==> src/hw/rtl/ora_pkg.sv <==
// ----------------------------------------------------------------------------
// Obstacle repulsion adjuster package
// Shared constants, result codes and the controller/datapath interface types.
// ----------------------------------------------------------------------------
package ora_pkg;

    localparam int MAX_OBSTACLES_DEF = 16;

    localparam int COORD_W  = 32;
    localparam int RADIUS_W = 30;
    localparam int OP_W     = 2;
    localparam int STATUS_W = 2;

    localparam logic [RADIUS_W-1:0] MARGIN_RESET = 30'd131072;
    localparam logic [31:0]         NEAR_LIMIT   = 32'd655;

    localparam int SQRT_STEPS = 32;
    localparam int DIV_STEPS  = 17;
    localparam int STEP_W     = 5;

    localparam int OP_CLEAR_BIT  = 0;
    localparam int OP_ADJUST_BIT = 1;

    localparam logic [STATUS_W-1:0] ST_ADJUSTED = 2'd0;
    localparam logic [STATUS_W-1:0] ST_STORED   = 2'd1;
    localparam logic [STATUS_W-1:0] ST_DROPPED  = 2'd2;
    localparam logic [STATUS_W-1:0] ST_CLEARED  = 2'd3;

    typedef struct packed {
        logic latch;
        logic table_op;
        logic adj_init;
        logic diff;
        logic sq_x;
        logic sq_y;
        logic sum;
        logic sq_step;
        logic ld_u;
        logic ld_t;
        logic div_step;
        logic acc;
        logic next;
        logic emit_adj;
        logic comp_y;
    } t_cmd;

    typedef struct packed {
        logic adjust;
        logic empty;
        logic far;
        logic reject;
        logic last;
    } t_sts;

endpackage

==> src/hw/rtl/ora_ctrl.sv <==
// ----------------------------------------------------------------------------
// Obstacle repulsion adjuster controller
// Sequences the table operations and the per-obstacle repulsion steps.
// ----------------------------------------------------------------------------
module ora_ctrl import ora_pkg::*; (
    input  logic i_clk,
    input  logic i_rst_n,
    input  logic start,
    input  t_sts i_sts,
    output t_cmd o_cmd,
    output logic busy
);

    localparam logic [3:0] S_IDLE   = 4'd0;
    localparam logic [3:0] S_DECODE = 4'd1;
    localparam logic [3:0] S_READ   = 4'd2;
    localparam logic [3:0] S_DIFF   = 4'd3;
    localparam logic [3:0] S_SQX    = 4'd4;
    localparam logic [3:0] S_SQY    = 4'd5;
    localparam logic [3:0] S_SUM    = 4'd6;
    localparam logic [3:0] S_SQRT   = 4'd7;
    localparam logic [3:0] S_CHK    = 4'd8;
    localparam logic [3:0] S_LDU    = 4'd9;
    localparam logic [3:0] S_DIVU   = 4'd10;
    localparam logic [3:0] S_MUL    = 4'd11;
    localparam logic [3:0] S_DIVT   = 4'd12;
    localparam logic [3:0] S_ACC    = 4'd13;
    localparam logic [3:0] S_NEXT   = 4'd14;
    localparam logic [3:0] S_FINISH = 4'd15;

    localparam logic [STEP_W-1:0] SQ_LAST  = STEP_W'(SQRT_STEPS - 1);
    localparam logic [STEP_W-1:0] DIV_LAST = STEP_W'(DIV_STEPS - 1);

    logic [3:0]        r_state, n_state;
    logic [STEP_W-1:0] r_step, n_step;
    logic              r_comp, n_comp;

    always_ff @(posedge i_clk) begin
        if (!i_rst_n) begin
            r_state <= S_IDLE;
            r_step  <= '0;
            r_comp  <= 1'b0;
        end else begin
            r_state <= n_state;
            r_step  <= n_step;
            r_comp  <= n_comp;
        end
    end

    always_comb begin
        n_state = r_state;
        n_step  = r_step;
        n_comp  = r_comp;
        o_cmd   = '0;
        o_cmd.comp_y = r_comp;
        case (r_state)
            S_IDLE: begin
                if (start) begin
                    o_cmd.latch = 1'b1;
                    n_state     = S_DECODE;
                end
            end
            S_DECODE: begin
                if (i_sts.adjust) begin
                    o_cmd.adj_init = 1'b1;
                    n_state = i_sts.empty ? S_FINISH : S_READ;
                end else begin
                    o_cmd.table_op = 1'b1;
                    n_state        = S_IDLE;
                end
            end
            S_READ: begin
                n_state = S_DIFF;
            end
            S_DIFF: begin
                o_cmd.diff = 1'b1;
                n_state    = S_SQX;
            end
            S_SQX: begin
                o_cmd.sq_x = 1'b1;
                n_state    = i_sts.far ? S_NEXT : S_SQY;
            end
            S_SQY: begin
                o_cmd.sq_y = 1'b1;
                n_state    = S_SUM;
            end
            S_SUM: begin
                o_cmd.sum = 1'b1;
                n_step    = SQ_LAST;
                n_state   = S_SQRT;
            end
            S_SQRT: begin
                o_cmd.sq_step = 1'b1;
                n_step        = r_step - 1'b1;
                if (r_step == '0) begin
                    n_state = S_CHK;
                end
            end
            S_CHK: begin
                n_comp  = 1'b0;
                n_state = i_sts.reject ? S_NEXT : S_LDU;
            end
            S_LDU: begin
                o_cmd.ld_u = 1'b1;
                n_step     = DIV_LAST;
                n_state    = S_DIVU;
            end
            S_DIVU: begin
                o_cmd.div_step = 1'b1;
                n_step         = r_step - 1'b1;
                if (r_step == '0) begin
                    n_state = S_MUL;
                end
            end
            S_MUL: begin
                o_cmd.ld_t = 1'b1;
                n_step     = DIV_LAST;
                n_state    = S_DIVT;
            end
            S_DIVT: begin
                o_cmd.div_step = 1'b1;
                n_step         = r_step - 1'b1;
                if (r_step == '0) begin
                    n_state = S_ACC;
                end
            end
            S_ACC: begin
                o_cmd.acc = 1'b1;
                if (!r_comp) begin
                    n_comp  = 1'b1;
                    n_state = S_LDU;
                end else begin
                    n_state = S_NEXT;
                end
            end
            S_NEXT: begin
                o_cmd.next = 1'b1;
                n_state    = i_sts.last ? S_FINISH : S_READ;
            end
            S_FINISH: begin
                o_cmd.emit_adj = 1'b1;
                n_state        = S_IDLE;
            end
            default: begin
                n_state = S_IDLE;
            end
        endcase
    end

    assign busy = (r_state != S_IDLE);

`ifndef SYNTHESIS
    a_accept_busy: assert property (@(posedge i_clk) disable iff (!i_rst_n)
        (start && !busy) |=> busy)
        else $error("busy not raised after an accepted transaction");
    a_emit_idle: assert property (@(posedge i_clk) disable iff (!i_rst_n)
        o_cmd.emit_adj |=> (r_state == S_IDLE))
        else $error("controller not idle after emitting a result");
    a_sqrt_end: assert property (@(posedge i_clk) disable iff (!i_rst_n)
        (r_state == S_SQRT && r_step == '0) |=> (r_state == S_CHK))
        else $error("square root did not finish after its last step");
`endif

endmodule

==> config.mk <==
export PLATFORM = sky130hd
export DESIGN_NAME = ora_ctrl
export DESIGN_NICKNAME = d
export VERILOG_FILES = /design/src/hw/rtl/ora_pkg.sv /design/src/hw/rtl/ora_ctrl.sv
export SDC_FILE = /design/constraint.sdc
export NUM_CORES = 1
export LEC_CHECK = 0
export BUFFER_PORTS_ARGS = -buffer_cell sky130_fd_sc_hd__clkbuf_2
export CORE_MARGIN = 5
export CORE_UTILIZATION = 31
export CTS_CLUSTER_DIAMETER = 100
export DETAILED_ROUTE_END_ITERATION = 12
export SLEW_MARGIN = 20
export SYNTH_ARGS = -nofsm -noshare
export SYNTH_HDL_FRONTEND = slang
export SYNTH_SLANG_ARGS = --single-unit
==> constraint.sdc <==
create_clock -name i_clk -period 3.7 [get_ports i_clk]
set_input_delay 0.185 -clock i_clk [delete_from_list [all_inputs] [get_ports i_clk]]
set_output_delay 0.185 -clock i_clk [all_outputs]
set_load 0.005 [all_outputs]
==> out/results.txt <==
Relative to the synthesized area, the layout overhead comes to 12.2%. The number of different library cells used by synthesis comes to 42. The worst setup path is launched from a flip-flop.

The logs give 1 for the maximum level of the CTS H-tree and 24 for the total I/O pin count. Across the run, the number of max-cap violations was 0. The region available for standard cell placement spans 2980 µm². The mean number of vias per cell was 5.30.

The critical path start-end classification was reg -> reg. Fraction of layout instances using a drive strength above 1: 0.247. Final hold violation count: 0.

The die height works out to 64.9 µm. In this run the worst hold path is classified as in -> reg. Of all nets on the critical path, the largest fanout is 23. Entering global routing, the biggest net connects 24 pins. The worst path meets setup with 1870 ps of slack.

For the critical path required time, the log shows 3920 ps. For the initial antenna violation count, the log shows 0. Synthesis produced a netlist with a net count of 140. CTS placed an instance of sky130_fd_sc_hd__clkbuf_4 at the clock tree root.

0 antenna diodes ended up in the layout. For this design the static power due to leakage is 0.506 nW. Summed over all layers, the global routing overflow is 0. The floorplan row count came out at 20. The die boundary width was 64.9 µm.

Buffers inserted during clock tree synthesis total 3. The run finished with clean final reports. Setup violations remaining at the end of the flow were counted as 0.

Final total negative setup slack: 0 ps. The first global-routing pass estimated 3.66 mm of wire. The max-slew violation count is 0.

The kind of end point of the critical path is a flip-flop. The logs give 1.71 mm for the HPWL after detailed placement and 1050 µm² for the final design area excluding fillers. No sink is reached through more buffers than the 2 on the longest clock path. For the headroom to the max-slew limit, the log shows 0.508.

The synthesized netlist occupies a cell area of 936 µm². The run gives 4 as the first-pass iteration count of the detailed router. The Yosys step of the flow raised 0 warnings. The routability congestion estimate from global placement was 0.804; the setup clock skew after layout was 4.03 ps. Synthesis produced a netlist whose cell count is 130. The tools report the global-route usage over all layers as 0.110. After synthesis the netlist holds a flip-flop and latch count of 10.

The clock insertion delay at the later pin of the skew report was 270 ps; the initial core utilization was 0.314. TritonCTS built the clock tree. Input and output buffers added on the ports amount to 23.

Buffering stage count on the worst path with inverters included: 0. The die area came out at 4220 µm². STA puts the critical path data arrival time at 2050 ps. In this run the remaining antenna-violating nets after routing total 0.

The number of clock sinks is 10, and the per-instance average area after synthesis is 7.20 µm². VDD sags by at most 0.000129 V. After detailed routing, the average wire length per cell comes to 12.8 µm. The starting DRC count in detailed routing was 68. In this run the cell area measured after placement is 1010 µm². Setup repair after global routing left no endpoint under its margin. After clock tree synthesis, the clock-pin slew on the worst setup and hold paths is 70 ps. The logs give 157 for the net count reported at finish and 0 for the remaining design rule violation count. The via count of the first global-routing pass came out at 802.

The critical path goes through and4b_1, a21oi_2, a21o_2, o21ai_0, o211a_1. The routed design could run at a clock period as short as 1830 ps. Power spread over the standard cell area amounts to 290 nW/µm². The tools report the sequential share of the synthesized area as 0.214. After detailed routing, the total wire length is 2.29 mm.

The actual transition at the worst max-transition pin was 738 ps. Gates resized during post-CTS repair numbered 0. Slowest stage cell on the critical path: sky130_fd_sc_hd__dfxtp_1. Timing would allow up to 545 MHz. The kind of cell adding the most delay to the critical path is flip-flops.

The share of the clock period used by the worst path after layout was 0.496. The number of setup buffers added after CTS is 0. Setup slack after placement: 1880 ps. The run gives 948 as the via count. The number of hold buffers added after CTS was 0. The delay of the slowest cell on the worst path was 800 ps.
-- cells by family after synthesis --
kind of cell | count (synthesis) | share of synthesized area
buffers and inverters | 16 | 0.104
adders and majority gates | 2 | 0.0267
DFF | 10 | 0.214
xor gates and xnor gates | 1 | 0.0174
AOI/OAI and AO/OA | 46 | 0.324
and+or+nand+nor | 55 | 0.314
-- final timing paths --
kind / start / to / slack, ps / cells after the start
worst max register to register: r_state[1] / r_step[2] / 1870 / 5
worst max-delay path: r_state[1] / r_step[2] / 1870 / 5
worst min register to register: r_step[1] / r_step[1] / 530 / 1
worst min-delay path: i_sts[3] / r_state[0] / 260 / 3
-- flip-flops by register name, summed over array words and instances (netlist names) --
register	count
r_step	5
r_comp	1
r_state	4
-- final cells by class --
type	count	area (µm²)
multi-input cells	104	638
well taps	33	41.3
repair buffers	23	115
inverters	5	18.8
flip-flops and latches	10	200
fillers	326	1930
clock buffers	4	36.3
-- worst reg2reg max path: stages (launching register included) --
cell and delay [ps]:
sky130_fd_sc_hd__dfxtp_1 800, sky130_fd_sc_hd__and4b_1 380, sky130_fd_sc_hd__a21oi_2 90, sky130_fd_sc_hd__a21o_2 200, sky130_fd_sc_hd__o21ai_0 150, sky130_fd_sc_hd__o211a_1 160
-- where the power goes --
part	internal, mW	leakage (nW)	switching [mW]
combinational	0.0322	0.404	0.0384
sequential	0.112	0.0810	0.0199
clock	0.0598	0.0210	0.0416
-- per-layer routing --
metal	GRT usage	vias to the layer above	wire length, µm
li1	-	494	-
met2	0.170	21	1100
met5	0	-	0
met1	0.143	431	1080
met3	0.0277	2	85
met4	0.0449	0	21
-- cell usage in the layout, fill, tap and decap left out, types with 2 or more instances in the layout --
master	n
sky130_fd_sc_hd__clkbuf_2	23
sky130_fd_sc_hd__nor2_1	16
sky130_fd_sc_hd__nand2_1	13
sky130_fd_sc_hd__a31oi_1	3
sky130_fd_sc_hd__and3_1	2
sky130_fd_sc_hd__nor4_1	2
sky130_fd_sc_hd__a21oi_1	9
sky130_fd_sc_hd__a21o_1	5
sky130_fd_sc_hd__o22ai_1	2
sky130_fd_sc_hd__nand2b_1	2
sky130_fd_sc_hd__nand3_2	2
sky130_fd_sc_hd__ha_1	2
sky130_fd_sc_hd__a21boi_0	2
sky130_fd_sc_hd__clkbuf_4	3
sky130_fd_sc_hd__nor2b_1	3
sky130_fd_sc_hd__nand3_1	3
sky130_fd_sc_hd__dfxtp_1	10
sky130_fd_sc_hd__o21ai_0	13
sky130_fd_sc_hd__o211a_1	4
sky130_fd_sc_hd__nor3_1	3
sky130_fd_sc_hd__inv_1	5
-- metrics by stage --
stage / utilization / cells / hold WS [ps] / power [mW]
finish: 0.353 / 179 / 255 / 0.304
global route: 0.353 / 179 / 265 / 0.326
CTS: 0.353 / 179 / 232 / 0.308
detailed placement: 0.340 / 175 / 510 / 0.205
global placement: 0.340 / 175 / 502 / 0.204
floorplan: - / 130 / 388 / 0.186
-- Yosys cell counts (all sizes together) --
cell type	count	share of area
nor4	2	0.013
clkbuf	2	0.019
nor3b	1	0.0080
or3b	1	0.0094
and3	2	0.013
a22o	1	0.0094
nor2	16	0.064
nand3	5	0.037
o22ai	2	0.013
and4b	1	0.011
or2b	1	0.0080
a21oi	10	0.057
and2b	2	0.017
dfxtp	10	0.21
nor3	3	0.016
ha	2	0.027
nor2b	3	0.020
o21a	1	0.0080
xor2	1	0.017
and3b	1	0.0094
a21o	6	0.049
a32oi	1	0.0094
o221a	1	0.012
buf	9	0.066
or4b	1	0.015
a22oi	1	0.0080
o21ai	13	0.070
a31oi	3	0.020
inv	5	0.020
a21boi	3	0.024
nand2b	2	0.013
o211a	4	0.043
nand2	13	0.052
and2	1	0.0067
Note: power is estimated with default switching activity, not from simulation.
